==> src/hw/rtl/btbd_pkg.sv <==
`default_nettype none

package btbd_pkg;

    localparam int VALUE_W    = 32;
    localparam int DIGIT_W    = 4;
    localparam int POS_W      = 4;
    localparam int STATUS_W   = 2;
    localparam int CNT_W      = 4;
    // Ten BCD digits cover every 32-bit unsigned value.
    localparam int BCD_DIGITS = 10;
    localparam int BCD_W      = BCD_DIGITS * DIGIT_W;
    localparam int BIT_CNT_W  = $clog2(VALUE_W);

    localparam logic [CNT_W-1:0] DIGIT_COUNT_RESET = 4'd5;

    localparam logic [STATUS_W-1:0] STATUS_OK       = 2'd0;
    localparam logic [STATUS_W-1:0] STATUS_INVALID  = 2'd1;
    localparam logic [STATUS_W-1:0] STATUS_OVERFLOW = 2'd2;

    // Commands from the controller to the datapath.
    typedef struct packed {
        logic load;
        logic step;
        logic check;
        logic advance;
    } btbd_cmd_t;

    // Status from the datapath to the controller.
    typedef struct packed {
        logic cfg_zero;
        logic conv_last;
        logic pos_last;
    } btbd_sts_t;

endpackage

`default_nettype wire

==> src/hw/rtl/btbd_datapath.sv <==
`default_nettype none

module btbd_datapath #(
    parameter int MAX_DIGITS = 10
) (
    input  wire logic                            clk,
    input  wire logic                            rst_n,
    input  wire logic                            cfg_wr_en,
    input  wire logic [btbd_pkg::CNT_W-1:0]      cfg_wr_data,
    input  wire logic [btbd_pkg::VALUE_W-1:0]    value,
    input  wire btbd_pkg::btbd_cmd_t             cmd,
    output btbd_pkg::btbd_sts_t                  sts,
    output logic [btbd_pkg::DIGIT_W-1:0]         digit,
    output logic [btbd_pkg::POS_W-1:0]           position,
    output logic [btbd_pkg::STATUS_W-1:0]        status,
    output logic                                 last
);

    localparam logic [btbd_pkg::CNT_W-1:0] MAX_N = btbd_pkg::CNT_W'(MAX_DIGITS);
    localparam logic [btbd_pkg::BIT_CNT_W-1:0] LAST_BIT =
        btbd_pkg::BIT_CNT_W'(btbd_pkg::VALUE_W - 1);

    logic [btbd_pkg::CNT_W-1:0]     digit_count_reg;
    logic [btbd_pkg::CNT_W-1:0]     n_reg, n_next;
    logic [btbd_pkg::VALUE_W-1:0]   bin_reg, bin_next;
    logic [btbd_pkg::BCD_W-1:0]     bcd_reg, bcd_next;
    logic [btbd_pkg::BIT_CNT_W-1:0] bit_cnt_reg, bit_cnt_next;
    logic [btbd_pkg::POS_W-1:0]     pos_reg, pos_next;
    logic [btbd_pkg::STATUS_W-1:0]  status_reg, status_next;

    logic [btbd_pkg::BCD_W-1:0]     bcd_adj;
    logic [btbd_pkg::DIGIT_W-1:0]   digs [btbd_pkg::BCD_DIGITS];
    logic                           high_nonzero;
    logic [btbd_pkg::POS_W-1:0]     sel;

    always_ff @(posedge clk or negedge rst_n) begin
        if (!rst_n) begin
            digit_count_reg <= btbd_pkg::DIGIT_COUNT_RESET;
        end
        else if (cfg_wr_en) begin
            digit_count_reg <= cfg_wr_data;
        end
    end

    // Unpack the BCD word and apply the add-3 correction to every digit.
    always_comb begin
        high_nonzero = 1'b0;
        for (int k = 0; k < btbd_pkg::BCD_DIGITS; k++) begin
            digs[k] = bcd_reg[k*btbd_pkg::DIGIT_W +: btbd_pkg::DIGIT_W];
            bcd_adj[k*btbd_pkg::DIGIT_W +: btbd_pkg::DIGIT_W] =
                (digs[k] >= 4'd5) ? digs[k] + 4'd3 : digs[k];
            if ((btbd_pkg::CNT_W'(k) >= n_reg) && (digs[k] != '0)) begin
                high_nonzero = 1'b1;
            end
        end
    end

    always_comb begin
        n_next       = n_reg;
        bin_next     = bin_reg;
        bcd_next     = bcd_reg;
        bit_cnt_next = bit_cnt_reg;
        pos_next     = pos_reg;
        status_next  = status_reg;
        if (cmd.load) begin
            if (digit_count_reg > MAX_N) begin
                n_next = MAX_N;
            end
            else begin
                n_next = digit_count_reg;
            end
            bin_next     = value;
            bcd_next     = '0;
            bit_cnt_next = '0;
            pos_next     = '0;
            status_next  = (digit_count_reg == '0) ? btbd_pkg::STATUS_INVALID
                                                   : btbd_pkg::STATUS_OK;
        end
        if (cmd.step) begin
            bcd_next     = {bcd_adj[btbd_pkg::BCD_W-2:0], bin_reg[btbd_pkg::VALUE_W-1]};
            bin_next     = {bin_reg[btbd_pkg::VALUE_W-2:0], 1'b0};
            bit_cnt_next = bit_cnt_reg + 1'b1;
        end
        if (cmd.check && high_nonzero) begin
            status_next = btbd_pkg::STATUS_OVERFLOW;
        end
        if (cmd.advance) begin
            pos_next = pos_reg + 1'b1;
        end
    end

    always_ff @(posedge clk) begin
        n_reg       <= n_next;
        bin_reg     <= bin_next;
        bcd_reg     <= bcd_next;
        bit_cnt_reg <= bit_cnt_next;
        pos_reg     <= pos_next;
        status_reg  <= status_next;
    end

    assign sts.cfg_zero  = (digit_count_reg == '0);
    assign sts.conv_last = (bit_cnt_reg == LAST_BIT);
    assign sts.pos_last  = (n_reg == '0) || (pos_reg == n_reg - 1'b1);

    // Position 0 is the most significant configured digit.
    assign sel = n_reg - 1'b1 - pos_reg;

    always_comb begin
        if ((status_reg == btbd_pkg::STATUS_INVALID)
            || (sel >= btbd_pkg::POS_W'(btbd_pkg::BCD_DIGITS))) begin
            digit = '0;
        end
        else begin
            digit = digs[sel];
        end
    end

    assign position = pos_reg;
    assign status   = status_reg;
    assign last     = sts.pos_last;

endmodule

`default_nettype wire

==> src/hw/rtl/btbd_controller.sv <==
`default_nettype none

module btbd_controller (
    input  wire logic                 clk,
    input  wire logic                 rst_n,
    input  wire logic                 in_valid,
    output logic                      in_stall,
    output logic                      out_valid,
    input  wire logic                 out_stall,
    input  wire btbd_pkg::btbd_sts_t  sts,
    output btbd_pkg::btbd_cmd_t       cmd
);

    localparam logic [1:0] ST_IDLE  = 2'd0;
    localparam logic [1:0] ST_CONV  = 2'd1;
    localparam logic [1:0] ST_CHECK = 2'd2;
    localparam logic [1:0] ST_EMIT  = 2'd3;

    logic [1:0] state_reg, state_next;

    always_ff @(posedge clk or negedge rst_n) begin
        if (!rst_n) begin
            state_reg <= ST_IDLE;
        end
        else begin
            state_reg <= state_next;
        end
    end

    always_comb begin
        state_next  = state_reg;
        cmd         = '0;
        in_stall    = 1'b1;
        out_valid   = 1'b0;
        case (state_reg)
            ST_IDLE: begin
                in_stall = 1'b0;
                if (in_valid) begin
                    cmd.load   = 1'b1;
                    state_next = sts.cfg_zero ? ST_EMIT : ST_CONV;
                end
            end
            ST_CONV: begin
                cmd.step = 1'b1;
                if (sts.conv_last) begin
                    state_next = ST_CHECK;
                end
            end
            ST_CHECK: begin
                cmd.check  = 1'b1;
                state_next = ST_EMIT;
            end
            ST_EMIT: begin
                out_valid = 1'b1;
                if (!out_stall) begin
                    cmd.advance = 1'b1;
                    if (sts.pos_last) begin
                        state_next = ST_IDLE;
                    end
                end
            end
            default: begin
                state_next = ST_IDLE;
            end
        endcase
    end

endmodule

`default_nettype wire

==> src/hw/rtl/binary_to_bcd_digits.sv <==
// Binary to BCD digit converter.
// A request on the input channel (in_valid, in_stall, value) carries one
// 32-bit unsigned value. The block answers with a run of results on the
// output channel (out_valid, out_stall, digit, position, status, last), one
// per configured digit position, most significant position first, with last
// set on the final one. A zero digit count gives a single result with
// status invalid; a value that needs more positions than configured gives
// its low-order digits with status overflow on every result of the run.
// The digit count is written through cfg_wr_en and cfg_wr_data; the user
// must write it only while the block is idle, which the block itself does
// not enforce. Reset loads a count of five and returns to idle.
// The conversion is a shift-add loop taking one value bit per cycle,
// followed by the overflow check; a zero count skips both. Results then
// follow one per cycle while out_stall is low.
// Only one request is in flight; in_stall stays high until the last result
// of the run has been taken. While out_stall is high the current result
// holds and nothing advances.
`default_nettype none

module binary_to_bcd_digits #(
    parameter int MAX_DIGITS = 10
) (
    input  wire logic                              clk,
    input  wire logic                              rst_n,
    input  wire logic                              cfg_wr_en,
    input  wire logic [btbd_pkg::CNT_W-1:0]        cfg_wr_data,
    input  wire logic                              in_valid,
    output logic                                   in_stall,
    input  wire logic [btbd_pkg::VALUE_W-1:0]      value,
    output logic                                   out_valid,
    input  wire logic                              out_stall,
    output logic [btbd_pkg::DIGIT_W-1:0]           digit,
    output logic [btbd_pkg::POS_W-1:0]             position,
    output logic [btbd_pkg::STATUS_W-1:0]          status,
    output logic                                   last
);

    btbd_pkg::btbd_cmd_t cmd;
    btbd_pkg::btbd_sts_t sts;

    // The controller sequences load, conversion, check and emission.
    btbd_controller u_ctrl (
        .clk       (clk),
        .rst_n     (rst_n),
        .in_valid  (in_valid),
        .in_stall  (in_stall),
        .out_valid (out_valid),
        .out_stall (out_stall),
        .sts       (sts),
        .cmd       (cmd)
    );

    // The datapath holds the count register, the shift-add converter and
    // the result selection.
    btbd_datapath #(
        .MAX_DIGITS (MAX_DIGITS)
    ) u_dp (
        .clk         (clk),
        .rst_n       (rst_n),
        .cfg_wr_en   (cfg_wr_en),
        .cfg_wr_data (cfg_wr_data),
        .value       (value),
        .cmd         (cmd),
        .sts         (sts),
        .digit       (digit),
        .position    (position),
        .status      (status),
        .last        (last)
    );

    // An invalid count always produces exactly one result at position zero.
    assert property (@(posedge clk) disable iff (!rst_n)
        (out_valid && (status == btbd_pkg::STATUS_INVALID)) |-> (last && (position == '0)))
        else $error("invalid result is not a single result at position zero");

    // No new request is taken while a run is being emitted.
    assert property (@(posedge clk) disable iff (!rst_n)
        out_valid |-> in_stall)
        else $error("input accepted during result emission");

    // Within a run, positions step by one after each accepted result.
    assert property (@(posedge clk) disable iff (!rst_n)
        (out_valid && !out_stall && !last) |=>
            (out_valid && (position == $past(position) + 4'd1)))
        else $error("result run broken or position skipped");

    // Every emitted digit is a decimal digit.
    assert property (@(posedge clk) disable iff (!rst_n)
        out_valid |-> (digit <= 4'd9))
        else $error("digit out of decimal range");

endmodule

`default_nettype wire
==> config.mk <==
export PLATFORM = sky130hd
export DESIGN_NAME = binary_to_bcd_digits
export DESIGN_NICKNAME = d
export VERILOG_FILES = /design/src/hw/rtl/btbd_pkg.sv /design/src/hw/rtl/btbd_datapath.sv /design/src/hw/rtl/btbd_controller.sv /design/src/hw/rtl/binary_to_bcd_digits.sv
export SDC_FILE = /design/constraint.sdc
export NUM_CORES = 1
export LEC_CHECK = 0
export ABC_AREA = 0
export ABC_CLOCK_PERIOD_IN_PS = 7700
export BUFFER_PORTS_ARGS = -buffer_cell sky130_fd_sc_hd__buf_2
export CAP_MARGIN = 20
export CORE_ASPECT_RATIO = 1.5
export CORE_UTILIZATION = 41
export DETAILED_ROUTE_END_ITERATION = 8
export GPL_TIMING_DRIVEN = 1
export SKIP_CTS_REPAIR_TIMING = 1
export SLEW_MARGIN = 20
export SYNTH_ARGS = -nofsm -noshare
export SYNTH_HDL_FRONTEND = slang
export SYNTH_SLANG_ARGS = --single-unit
==> constraint.sdc <==
create_clock -name clk -period 7.7 [get_ports clk]
set_input_delay 1.54 -clock clk [delete_from_list [all_inputs] [get_ports clk]]
set_output_delay 1.54 -clock clk [all_outputs]
set_load 0.005 [all_outputs]
# [Word-level counts from Yosys, hierarchy flattened]
# Index checks and enable logic that the tools add are counted.
# W data, S select, Z words.
[totals] regBits=93 output_inout_bits=13 wordCells=133
[classes] n_eq_ne=10 n_bitwise=1 order_cmp=23 addsub=14 reduce_logical=29 mux=47
[ops] op="$mux W40" count=2
[ops] op="$mux W32" count=2
[ops] op="$mux W4" count=14
[ops] op="$ge A4 B3 Y1 const B" count=10
[ops] op="$reduce_bool A4 Y1" count=10
[ops] op="$add A4 B2 Y4 const B" count=9
[ops] op="$mux W1" count=19
[ops] op="$bmux W4 S4" count=1
[ops] op="$ge A3 B4 Y1 const A" count=4
[ops] op="$logic_and A1 B1 Y1" count=11
[ops] op="$mux W2" count=5
[ops] op="$mux W5" count=2
[ops] op="$ge A1 B4 Y1 const A" count=2
[ops] op="$ge A2 B4 Y1 const A" count=2
[ops] op="$ge A4 B4 Y1 const A" count=2
[ops] op="$logic_not A4 Y1" count=2
[ops] op="$ne A2 B2 Y1 const B" count=4
[ops] op="$pmux W2 S4" count=1
[ops] op="$add A5 B1 Y5 const B" count=1
[ops] op="$eq A5 B5 Y1 const B" count=1
[ops] op="$ge A5 B5 Y1 const B" count=1
[ops] op="$not A4 Y5" count=1
[ops] op="$add A4 B1 Y4 const B" count=1
[ops] op="$eq A2 B1 Y1 const B" count=2
[ops] op="other kinds (12)" count=15

# [Depth between registers and ports, before layout]
# Gate-level depths: netlist of the first run.
[depth] ltp_word=13 mapped_depth=9 mapped_depth_nobuf=9

# [By module]
# From an unflattened synthesis of the first run, not the netlist that was laid out.
[unflattened] hier_cells=463 area_unflattened_um2=5391.4
[modules_own_cells] module="btbd_datapath" seq_area_each_um2=2685.1 instances=1 area_per_inst_um2=5197.5 cells_per_inst=443
[modules_own_cells] module="btbd_controller" seq_area_each_um2=50.0 instances=1 area_per_inst_um2=193.9 cells_per_inst=20

# [Least setup slack after synthesis of the first run]
# OpenSTA, ideal clock, no wires.
[synth_path] path_kind="reg-to-output" startpoint="register u_dp.n_reg[0] in the netlist's numbering" endpoint="output digit[3] in the netlist's numbering" arrival_ns=2.277 setup_slack_ns=3.883 stages_incl_launch_ff=8 path_cell_list="edfxtp_1 > inv_1 > ha_1 > fa_1 > buf_2 > mux4_2 > mux2i_1 > a311oi_1"
[synth_between] elab_chain_len=7 word_cells_on_any_way=9
[synth_rtl] item="start: declaration" line_no="btbd_datapath.sv:24" text="logic [btbd_pkg::CNT_W-1:0] n_reg, n_next;"
[synth_rtl] item="start signal: assignment" line_no="btbd_datapath.sv:93" text="n_reg <= n_next;"
[synth_rtl] item="$sub A4 B1 Y4 (*)" line_no="btbd_datapath.sv:106" text="assign sel = n_reg - 1'b1 - pos_reg;"
[synth_rtl] item="$sub A4 B4 Y4 (*)" line_no="btbd_datapath.sv:106"
[synth_rtl] item="$not A4 Y5 (not written as such)" line_no="btbd_datapath.sv:114" text="digit = digs[sel];"
[synth_rtl] item="$bmux W4 S4" line_no="btbd_datapath.sv:114"
[synth_rtl] item="$mux W4 (not written as such) (2 in series)" line_no="btbd_datapath.sv:114"
[synth_rtl] item="$mux W4 (*)" line_no="btbd_datapath.sv:109" text="if ((status_reg == btbd_pkg::STATUS_INVALID)"
[synth_rtl] item="end: declaration" line_no="binary_to_bcd_digits.sv:32" text="output logic [btbd_pkg::DIGIT_W-1:0] digit,"
# Every way passes the cells marked *; elsewhere a longest branch is shown, timed or not. The select of a mux whose other input is x is not followed.

# [Worst setup path after layout of the first run]
# Ends and elaborated chain as after synthesis.

==> key figures, run 1 <==
GRT
  – Vias in the first global route: 3831
  – Initial antenna violation count: 0
  – M2 GR Usage: 30.56%
  – Grt ovf: 0
  – Total Routing Usage GR: 17.67%
  – Largest net degree at the start of global routing: 68
  – First-pass GRT wire length: 18320 microns
  – Most used routing layer: met2
  – GR met1 Demand/Resource: 20.62%
  – GRT met3 Usage: 2.511%

Logic synthesis
  – Adder-Cell Fraction of Synth Area: 8.752%
  – Number of flops mapped to enable cells by yosys: 84
  – Ys flop type: edfxtp_1
  – Net Count, Synth: 596
  – Post-synthesis sequential area ratio: 50.88%
  – Xor/xnor cell area share of the yosys netlist: 4.236%
  – Mux contribution to synthesized area: 6.238%
  – Post-synth top cells: 92 x nand2_1, 84 x edfxtp_1, 46 x nor2_1
  – Asr flop ratio synth: 6.452%
  – Compound-Gate Fraction of Synth Area: 11.06%
  – Top cell type by total area after synthesis: edfxtp_1
  – Post-synth cell types: 41
  – Synth top area cells: edfxtp_1 47%, ha_1 8.4%, nand2_1 6.4%
  – Yosys top cell area share: 46.93%
  – Main combinational cell family by area after synthesis: simple AND/OR/NAND/NOR gates
  – Most common cell in the synthesized netlist: nand2_1
  – Yosys reg bits: 93
  – Syn. warnings: 0
  – Post-Syn Instances: 518
  – Avg Inst Size Synth: 10.38 sq um
  – Synth Cell Area: 5375 sq um
  – Post-Synth Simple-Gate Area: 14.85%

Clock tree
  – H-tree depth: 3
  – Clk_lat worst skew: 350 ps
  – CTS Buf Count: 9
  – Clock root buffer: clkbuf_16
  – Longest Clk Path Bufs: 2
  – Clock sink count: 93
  – Clock transition at path regs: 60 ps
  – CTS tree: done

Die
  – Die height: 142.2 microns
  – Starting Density: 42.53%
  – Die width: 95.49 microns
  – Boundary pin count: 54
  – Core ar.: 12640 sq um
  – Row count: 50
  – Die area: 13580 sq um

Layout
  – Inserted Diodes: 0
  – Area Growth Syn to Fin: 13.20%
  – Share of cells above drive strength 1: 15.56%
  – Nets: 645
  – Largest register FFs: 40

Timing
  – Tmin final: 4598 ps
  – Final setup viols: 0
  – Actual slew at the worst max-slew pin: 959.7 ps
  – Hold Worst Slack: 457.5 ps
  – RSZ-0062 raised after global routing: false
  – Final Skew: 7.908 ps
  – Fin Setup TNS: 0 ps
  – Fin. Hold Viols: 0
  – Crit share post-route: 59.72%
  – Worst rel slew slack: 35.79%
  – Max Freq: 0.2175 GHz
  – Slew Viols, Final: 0

Critical path
  – CP Capture Type: output pin
  – WP data required: 6160 ps
  – Largest stage delay, worst path: 820 ps
  – Max FO, Critical Path: 9
  – CP startpoint kind: register
  – Critical path type: register to output pin
  – Reg2Reg Depth: 7
  – CP max stage cell: fa_1
  – Worst path cell trace: inv_1 > ha_1 > fa_1 > mux4_2 > mux2i_1 > a311oi_1 > buf_2
  – Critical path arrival: 3060 ps

Detailed routing
  – Drt initial violations: 192
  – Final wirelength: 11130 microns
  – Vias/cell: 5.206
  – Wire length per cell: 15.29 microns
  – # DRC: 0
  – Pre-antenna DRT Iters: 4
  – Routed Antenna Nets: 0
  – Vias: 3790

Placement
  – GP Congestion: 0.8643
  – Port bufs: 53
  – Dpl hpwl: 8056 microns

Pwr
  – VDD IR max: 0.0002212 V
  – Power Density: 466.4 nW/um^2
  – Leak pwr: 0.002414 uW

Run status
  – Status: finished, final reports clean

Run
  – Maxcap violations: 0

Hold path
  – WHS Path Cells: 2
  – Class of the worst hold path: register to register
[placed cells by master, fill, tap and decap left out, types with 3 or more instances in the layout]
cell type / netlist / final
a211oi_1: 10 / 10
a21o_1: 6 / 6
a21oi_1: 29 / 29
a311oi_1: 4 / 4
and2_1: 4 / 4
buf_2: 3 / 53
buf_4: 2 / 4
clkbuf_1: 14 / 3
clkbuf_16: 0 / 9
dfrtp_1: 4 / 4
dfxtp_1: 3 / 3
edfxtp_1: 84 / 84
ha_1: 36 / 35
inv_1: 33 / 33
mux2_2: 4 / 4
mux2i_1: 11 / 11
mux4_2: 8 / 8
nand2_1: 92 / 91
nand2b_1: 12 / 12
nand3_1: 3 / 3
nor2_1: 46 / 46
nor2b_1: 12 / 12
nor3_1: 8 / 8
o21ai_0: 42 / 42
xnor2_1: 13 / 13
xor2_1: 13 / 13
[path summary, 6_finish.rpt]
kind / startpoint / endpoint / slack [ps]
min reg2reg: u_dp.bin_reg[0] / u_dp.bin_reg[0] / 460
max: u_dp.n_reg[0] / digit[3] / 3100
min: u_dp.bin_reg[0] / u_dp.bin_reg[0] / 460
max in group asynchronous: rst_n / u_dp.digit_count_reg[0] / 6480
min in group asynchronous: rst_n / u_ctrl.state_reg[1] / 1010
max reg2reg: u_ctrl.state_reg[1] / u_dp.bcd_reg[25] / 4570
[where the power goes]
| part | internal (uW) | switching [uW] |
|---|---|---|
| Sequential | 923 | 210 |
| Clock | 262 | 187 |
| Combinational | 525 | 731 |
[stage by stage]
stage | setup slack [ps] | cells | area, sq um | total power, uW | utilization (%)
3_5_place_dp | 3464 | 712 | 5788 | 2414 | 45.80
4_1_cts | 3085 | 728 | 6085 | 2872 | 48.15
3_3_place_gp | 3548 | 712 | 5788 | 2359 | 45.80
6_report | 3102 | 728 | 6085 | 2838 | 48.15
2_1_floorplan | 3883 | 518 | 5375 | 2050 | -
5_1_grt | 2923 | 728 | 6085 | 3072 | 48.15
[layer usage]
metal	part of all wire (%)	vias to the layer above
met1	42	1773
met3	3.4	23
met5	0	-
met2	51	89
met4	3.5	0
li1	-	1905
[cell type report]
| type | instances | area (sq um) |
|---|---|---|
| Clock inverter | 3 | 46.29 |
| Inverter | 35 | 131.4 |
| Multi-Input combinational cell | 371 | 2431 |
| Tap cell | 156 | 195.2 |
| Timing Repair Buffer | 57 | 295.3 |
| Clock buffer | 13 | 250.2 |
| Sequential cell | 93 | 2735 |
| Fill cell | 1215 | 6553 |
[worst max-delay path: cells and delay by family, from the launching register on]
kind / cells / cell delay (ps)
buffers and inverters: 2 / 260
multiplexers: 2 / 710
adder cells (fa/ha/maj): 2 / 1170
flip-flops: 1 / 450
AO/OA/AOI/OAI: 1 / 110
[cell families after synthesis]
logic type	Yosys count
buffers and inverters	54
AO/OA/AOI/OAI	101
XOR/XNOR	26
flip-flops	93
AND/OR/NAND/NOR	184
adder cells (fa/ha/maj)	37
multiplexers	23
(Power assumes the default switching activity.)
==> run 2: changes to the inputs <==
--- a/config.mk
+++ b/config.mk
@@ -5,8 +5,8 @@
 export SDC_FILE = /design/constraint.sdc
 export NUM_CORES = 1
 export LEC_CHECK = 0
-export ABC_AREA = 0
-export ABC_CLOCK_PERIOD_IN_PS = 7700
+export ABC_AREA = 1
+export ABC_CLOCK_PERIOD_IN_PS = 3940
 export BUFFER_PORTS_ARGS = -buffer_cell sky130_fd_sc_hd__buf_2
 export CAP_MARGIN = 20
 export CORE_ASPECT_RATIO = 1.5
==> constraint.sdc (replaced) <==
create_clock -name clk -period 3.94 [get_ports clk]
set_input_delay 0.788 -clock clk [delete_from_list [all_inputs] [get_ports clk]]
set_output_delay 0.788 -clock clk [all_outputs]
set_load 0.005 [all_outputs]
==> run 2 against run 1 <==
Net effect: clock power grew 97%; sequential power up 88%; critical path depth increased by 6; final area grew 3.4%; first-iteration DRC count shrank 30%; worst setup slack got worse by 2800 ps; count of clock-buffer cells in the layout down 1; synthesized cell count rose by 26%; sequential share of layout area is 1.5 points lower; highest routed layer unchanged; global-route usage about the same.
==> key figures, run 2 <==
Logic synthesis
  – Top cell type by total area after synthesis: edfxtp_1
  – Net Count, Synth: 731 (+23%)
  – Post-synth cell types: 29 (-29%)
  – Synth top area cells: edfxtp_1 45%, nand2_1 12%, ha_1 8.1%
  – Asr flop ratio synth: 6.452% (unchanged)
  – Synth Cell Area: 5575 sq um (+3.7%)
  – Avg Inst Size Synth: 8.538 sq um (-18%)
  – Ys flop type: edfxtp_1
  – Post-synth top cells: 176 x nand2_1, 88 x o21ai_0, 84 x edfxtp_1
  – Yosys reg bits: 93 (unchanged)
  – Post-synthesis sequential area ratio: 49.06% (-1.8 points)
  – Number of flops mapped to enable cells by yosys: 84 (unchanged)
  – Post-Syn Instances: 653 (+26%)
  – Yosys top cell area share: 45.24% (-1.7 points)
  – Most common cell in the synthesized netlist: nand2_1
  – Syn. warnings: 0 (unchanged)

Critical path
  – WP data required: 3150 ps (-3010 ps)
  – Reg2Reg Depth: 6 (-1)
  – Critical path arrival: 2870 ps (-190 ps)
  – Crit Reg-Reg Startpoint: u_ctrl.state_reg[1]
  – Most used cell, CP: nand2_1
  – Largest stage delay, worst path: 740 ps (-80 ps)
  – Cell family with most CP delay: adder cells
  – Critical path type: register to output pin
  – R2r setup slk: 1810 ps (-2760 ps)
  – Max FO, Critical Path: 9 (unchanged)
  – CP Buf/Inv Count: 3 (+1)
  – CP max stage cell: fa_1
  – CP Capture Type: output pin
  – Worst path cell trace: inv_1 > ha_1 > fa_1 > inv_2 > a21oi_1 > o21ai_0 > nand2_1 > nand2_1 > nand2_1 > nand2_1 > nand2_1 > nor2_1 > buf_2
  – Worst R2R End: u_dp.bin_reg[30]
  – CP startpoint kind: register

GRT
  – Vias in the first global route: 4333 (+13%)
  – Grt ovf: 0 (unchanged)
  – Total Routing Usage GR: 17.65% (-0.021 points)
  – Initial antenna violation count: 0 (unchanged)
  – First-pass GRT wire length: 19670 microns (+7.3%)
  – Largest net degree at the start of global routing: 62 (-8.8%)

Die
  – Die width: 97.22 microns (+1.8%)
  – Die area: 14080 sq um (+3.7%)
  – Core ar.: 13150 sq um (+4.0%)
  – Boundary pin count: 54 (unchanged)
  – Starting Density: 42.41% (-0.12 points)
  – Row count: 51 (+2.0%)
  – Die height: 144.8 microns (+1.8%)

Detailed routing
  – Final wirelength: 11910 microns (+7.0%)
  – Metal2 WL: 6195 microns (+9.2%)
  – Met3 WL: 438 microns (+14%)
  – Vias: 4363 (+15%)
  – Drt initial violations: 135 (-30%)
  – Top sig layer: met4
  – Pre-antenna DRT Iters: 4 (unchanged)
  – Metal-1 WL: 5023 microns (+7.2%)
  – Wire length per cell: 13.79 microns (-9.8%)
  – Routed Antenna Nets: 0 (unchanged)
  – # DRC: 0 (unchanged)
  – Vias/cell: 5.050 (-3.0%)

Placement
  – GP Congestion: 0.8621 (-0.25%)
  – Port bufs: 53 (unchanged)
  – Dpl hpwl: 8598 microns (+6.7%)
  – Setup WS pre-CTS: 687.2 ps (-2776 ps)

Clock tree
  – Clock sink count: 93 (unchanged)
  – H-tree depth: 3 (unchanged)
  – Clk_lat worst skew: 340 ps (about the same)
  – CTS tree: done
  – Clock transition at path regs: 70 ps (about the same)
  – Longest Clk Path Bufs: 2 (unchanged)
  – CTS Buf Count: 9 (unchanged)
  – Clock root buffer: clkbuf_16

Layout
  – Area Growth Syn to Fin: 12.88%
  – Largest register FFs: 40 (unchanged)
  – Share of cells above drive strength 1: 13.90% (-1.7 points)
  – Most common library cell in the layout ignoring fill and taps: nand2_1
  – # fillers: 1295 (+6.6%)
  – Most frequent cells in the layout: 175 x nand2_1, 88 x o21ai_0, 84 x edfxtp_1
  – Inserted Diodes: 0 (unchanged)
  – Nets: 778 (+21%)

Timing
  – Final setup viols: 0 (unchanged)
  – RSZ-0062 raised after global routing: false
  – Hold Worst Slack: 253.3 ps (-204.2 ps)
  – Max Freq: 0.2735 GHz
  – Crit share post-route: 92.79%
  – Fin. Hold Viols: 0 (unchanged)
  – PnR worst setup slack: 284.1 ps (-2818 ps)
  – Actual slew at the worst max-slew pin: 664.9 ps (-294.8 ps)
  – Final Skew: 9.982 ps (+2.073 ps)
  – Tmin final: 3656 ps
  – Worst rel slew slack: 55.62% (+20 points)
  – Slew Viols, Final: 0 (unchanged)
  – Fin Setup TNS: 0 ps (unchanged)

Run status
  – Status: finished, final reports clean

Pwr
  – VDD IR max: 0.0004109 V (+86%)
  – Power Density: 899.5 nW/um^2 (+93%)
  – Leak pwr: 0.002794 uW (+16%)

Hold path
  – Class of the worst hold path: input port to async pin

Run
  – Maxcap violations: 0 (unchanged)
==> run 2: cell count changes in the layout (fill, tap and decap cells not counted), sizes merged, moves of 6 or more <==
cell    before  now
or2          0    6
nand3        3   20
o21ai       42   88
a211oi      10    1
nand2b      12    0
inv         34   68
mux4         8    0
nor2b       12    0
a21o         6    0
mux2i       11    0
xnor2       13    2
a21oi       29   54
nand2       92  183
==> run 2: metal layers <==
layer / GRT usage (%) / vias to the layer above
met2: 33.36 / 86
met4: 7.972 / 0
met1: 19.07 / 2001
met5: 0 / -
met3: 3.410 / 18
li1: - / 2258
==> run 2: worst max path at each step <==
stage | from | endpoint | slack [ps] | cells past startpoint
after floorplan | in_valid | u_dp.bcd_reg[0] | 530 | 4
after global placement | u_dp.n_reg[0] | digit[3] | 800 | 13
after detailed placement | u_dp.n_reg[1] | digit[3] | 690 | 13
after CTS | u_dp.n_reg[1] | digit[3] | 310 | 13
after global routing | u_dp.n_reg[0] | digit[3] | 70 | 13
final | u_dp.n_reg[1] | digit[3] | 280 | 13
==> run 2: cells by family (layout without fill, tap and decap cells) <==
logic type / count (synthesis) / after routing / synth area share [%]
simple gates: 272 / 272 / 20.20
compound gates: 143 / 143 / 12.88
flops: 93 / 93 / 49.06
buf+inv: 91 / 143 / 6.620
fa+ha+maj: 37 / 37 / 8.438
xor+xnor: 17 / 17 / 2.805
==> run 2: worst register-to-register path: cells and delay by family (launching register included) <==
family	cells	cell delay (ps)
buffers and inverters	3	1050
DFF	1	420
adders and majority gates	1	200
AOI/OAI and AO/OA	1	190
and+or+nand+nor	1	100
==> run 2: cell type report <==
| cell class | count | area (sq um) | share of cell area [%] |
|---|---|---|---|
| Tap cell | 159 | 198.9 | 3.161 |
| Timing Repair Buffer | 59 | 322.8 | 5.129 |
| Inverter | 68 | 255.2 | 4.056 |
| Sequential cell | 93 | 2735 | 43.46 |
| Clock buffer | 12 | 277.8 | 4.414 |
| Clock inverter | 4 | 27.53 | 0.4374 |
| Multi-Input combinational cell | 469 | 2476 | 39.34 |
==> run 2: report_power, final <==
group	internal (uW)	total, uW	leakage, uW	switching, uW
combinational	912	2640	0.00169	1730
clock	503	884	0.000154	382
sequential	1780	2130	0.000946	351
==> run 2: through the flow <==
step                instance area, sq um  cells  utilization, %  total power [uW]
global placement                    5988    848           45.55              4728
CTS                                 6294    864           47.88              5709
global route                        6294    864           47.88              6191
finish                              6294    864           47.88              5661
detailed placement                  5988    848           45.55              4810
floorplan                           5575    653               -              4086
==> run 3: changes to the inputs <==
--- a/config.mk
+++ b/config.mk
@@ -9,7 +9,6 @@
 export ABC_CLOCK_PERIOD_IN_PS = 3940
 export BUFFER_PORTS_ARGS = -buffer_cell sky130_fd_sc_hd__buf_2
 export CAP_MARGIN = 20
-export CORE_ASPECT_RATIO = 1.5
 export CORE_UTILIZATION = 41
 export DETAILED_ROUTE_END_ITERATION = 8
 export GPL_TIMING_DRIVEN = 1
==> run 3 against run 2 <==
Net effect: via count increased by 0.46%; clock power increased by 2%; final cell count increased by 2.0%; core utilization decreased by 0.31 points; largest power group unchanged; sequential cell count unchanged; total power increased by 0.49%; sequential share of layout area about the same.
==> key figures, run 3 (synthesis results as in run 2) <==
Timing
  – Slew Viols, Final: 0 (unchanged)
  – Worst rel slew slack: 50.30% (-5.3 points)
  – Final setup viols: 0 (unchanged)
  – Crit share post-route: 89.77% (-3.0 points)
  – RSZ-0062 raised after global routing: false
  – Fin. Hold Viols: 0 (unchanged)
  – Tmin final: 3537 ps (-118.8 ps)
  – Final Skew: 5.896 ps (-4.085 ps)
  – Max Freq: 0.2827 GHz (+3.4%)
  – Actual slew at the worst max-slew pin: 745.5 ps (+80.55 ps)
  – Fin Setup TNS: 0 ps (unchanged)

Layout
  – Share of cells above drive strength 1: 13.90% (unchanged)
  – Most common library cell in the layout ignoring fill and taps: nand2_1
  – Most frequent cells in the layout: 175 x nand2_1, 88 x o21ai_0, 84 x edfxtp_1
  – Area Growth Syn to Fin: 12.97% (about the same)
  – # fillers: 1328 (+2.5%)
  – Nets: 778 (unchanged)
  – Largest register FFs: 40 (unchanged)
  – Inserted Diodes: 0 (unchanged)

Clock tree
  – Clk_lat worst skew: 350 ps (about the same)
  – Clock root buffer: clkbuf_16
  – CTS tree: done
  – Longest Clk Path Bufs: 2 (unchanged)
  – Clock transition at path regs: 70 ps (about the same)
  – CTS Buf Count: 9 (unchanged)
  – Clock sink count: 93 (unchanged)
  – H-tree depth: 3 (unchanged)

Die
  – Die width: 118.6 microns (+22%)
  – Die area: 14070 sq um (about the same)
  – Die height: 118.6 microns (-18%)
  – Row count: 42 (-18%)
  – Starting Density: 42.10% (-0.31 points)
  – Core ar.: 13240 sq um (+0.74%)
  – Boundary pin count: 54 (unchanged)

Hold path
  – Class of the worst hold path: input port to async pin

Critical path
  – WP data required: 3150 ps (about the same)
  – Largest stage delay, worst path: 680 ps (-60 ps)
  – CP startpoint kind: register
  – CP Buf/Inv Count: 3 (unchanged)
  – Critical path arrival: 2750 ps (-120 ps)
  – CP Capture Type: output pin
  – CP max stage cell: fa_2
  – Cell family with most CP delay: adder cells
  – Critical path type: register to output pin
  – Worst path cell trace: inv_1 > ha_1 > fa_2 > inv_2 > a21oi_1 > o21ai_0 > nand2_1 > nand2_1 > nand2_1 > nand2_1 > nand2_1 > nor2_1 > buf_2
  – Max FO, Critical Path: 9 (unchanged)
  – Most used cell, CP: nand2_1

GRT
  – Total Routing Usage GR: 18.25% (+0.60 points)
  – Vias in the first global route: 4177 (-3.6%)
  – Largest net degree at the start of global routing: 62 (unchanged)
  – Initial antenna violation count: 0 (unchanged)
  – Grt ovf: 0 (unchanged)
  – First-pass GRT wire length: 20130 microns (+2.4%)

Pwr
  – Total Power: 5689 uW (+0.49%)
  – Leak pwr: 0.002782 uW (-0.43%)
  – VDD IR max: 0.0007661 V (+86%)
  – Power Density: 903.3 nW/um^2 (+0.41%)

Run status
  – Status: finished, final reports clean

Detailed routing
  – Routed Antenna Nets: 0 (unchanged)
  – Vias/cell: 4.975 (-1.5%)
  – # DRC: 0 (unchanged)
  – Final wirelength: 12000 microns (+0.73%)
  – Vias: 4383 (+0.46%)
  – Wire length per cell: 13.62 microns (-1.2%)
  – Pre-antenna DRT Iters: 4 (unchanged)
  – Drt initial violations: 266 (+97%)

Placement
  – GP Congestion: 0.8828 (+2.4%)
  – Dpl hpwl: 8383 microns (-2.5%)
  – Port bufs: 53 (unchanged)

Run
  – Maxcap violations: 0 (unchanged)
## run 3: cell count changes in the layout (fill, tap and decap cells not counted), sizes merged
cell / previous run / this run
bufinv: 0 / 1
inv: 68 / 70
clkbuf: 12 / 10
clkinv: 4 / 3
## run 3: stage by stage
step | instance area, sq um | utilization [%] | std cells | hold WS (ps) | setup slack (ps)
after floorplan | 5575 | - | 653 | 454.9 | 532.1
after global placement | 5997 | 45.29 | 865 | 445.9 | 784.1
after detailed placement | 5997 | 45.29 | 865 | 450.2 | 691.8
after CTS | 6296 | 47.54 | 881 | 234.1 | 294.6
after global routing | 6299 | 47.56 | 881 | 228.5 | 105.4
final | 6299 | 47.56 | 881 | 243.6 | 402.9
## run 3: area by class of cell
type | count | area, sq um | share of cell area, %
inverter | 68 | 255.2 | 4.052
tap | 176 | 220.2 | 3.496
clock inverter | 6 | 70.07 | 1.112
multi-input combinational | 469 | 2479 | 39.35
sequential | 93 | 2735 | 43.42
clock buffer | 10 | 229.0 | 3.635
timing repair buffer | 59 | 310.3 | 4.927
## run 3: worst reg2reg max path: stages (launching register included)
cell	delay (ps)
edfxtp_1	430
inv_1	120
ha_1	240
xor2_1	170
ha_1	380
nand2_1	80
nor2_1	90
nand3_1	130
nand3_1	140
nand3_1	110
nand2_1	70
nand2_1	60
## run 3: worst paths after layout
kind / startpoint / end / slack, ps / cells after the start
setup / recovery: u_dp.n_reg[0] / digit[1] / 400 / 13
min in group clk: u_dp.digit_count_reg[3] / u_dp.n_reg[3] / 470 / 0
hold reg to reg: u_dp.digit_count_reg[3] / u_dp.n_reg[3] / 470 / 0
hold / removal: rst_n / u_ctrl.state_reg[0] / 240 / 1
setup reg to reg: u_dp.n_reg[0] / u_ctrl.state_reg[0] / 1810 / 11
max in group asynchronous: rst_n / u_dp.digit_count_reg[2] / 3480 / 1
## run 3: per-layer routing
layer,part of all wire (%),global-route usage (%)
met1,47,24.06
met2,47,29.46
met3,4.3,5.502
met4,1.1,4.035
met5,0,0
## run 3: report_power, final
part	internal [uW]	switching (uW)	total, uW	leakage, uW
Combinational	903	1750	2650	0.00169
Clock	500	401	900	0.000148
Sequential	1790	351	2140	0.000946
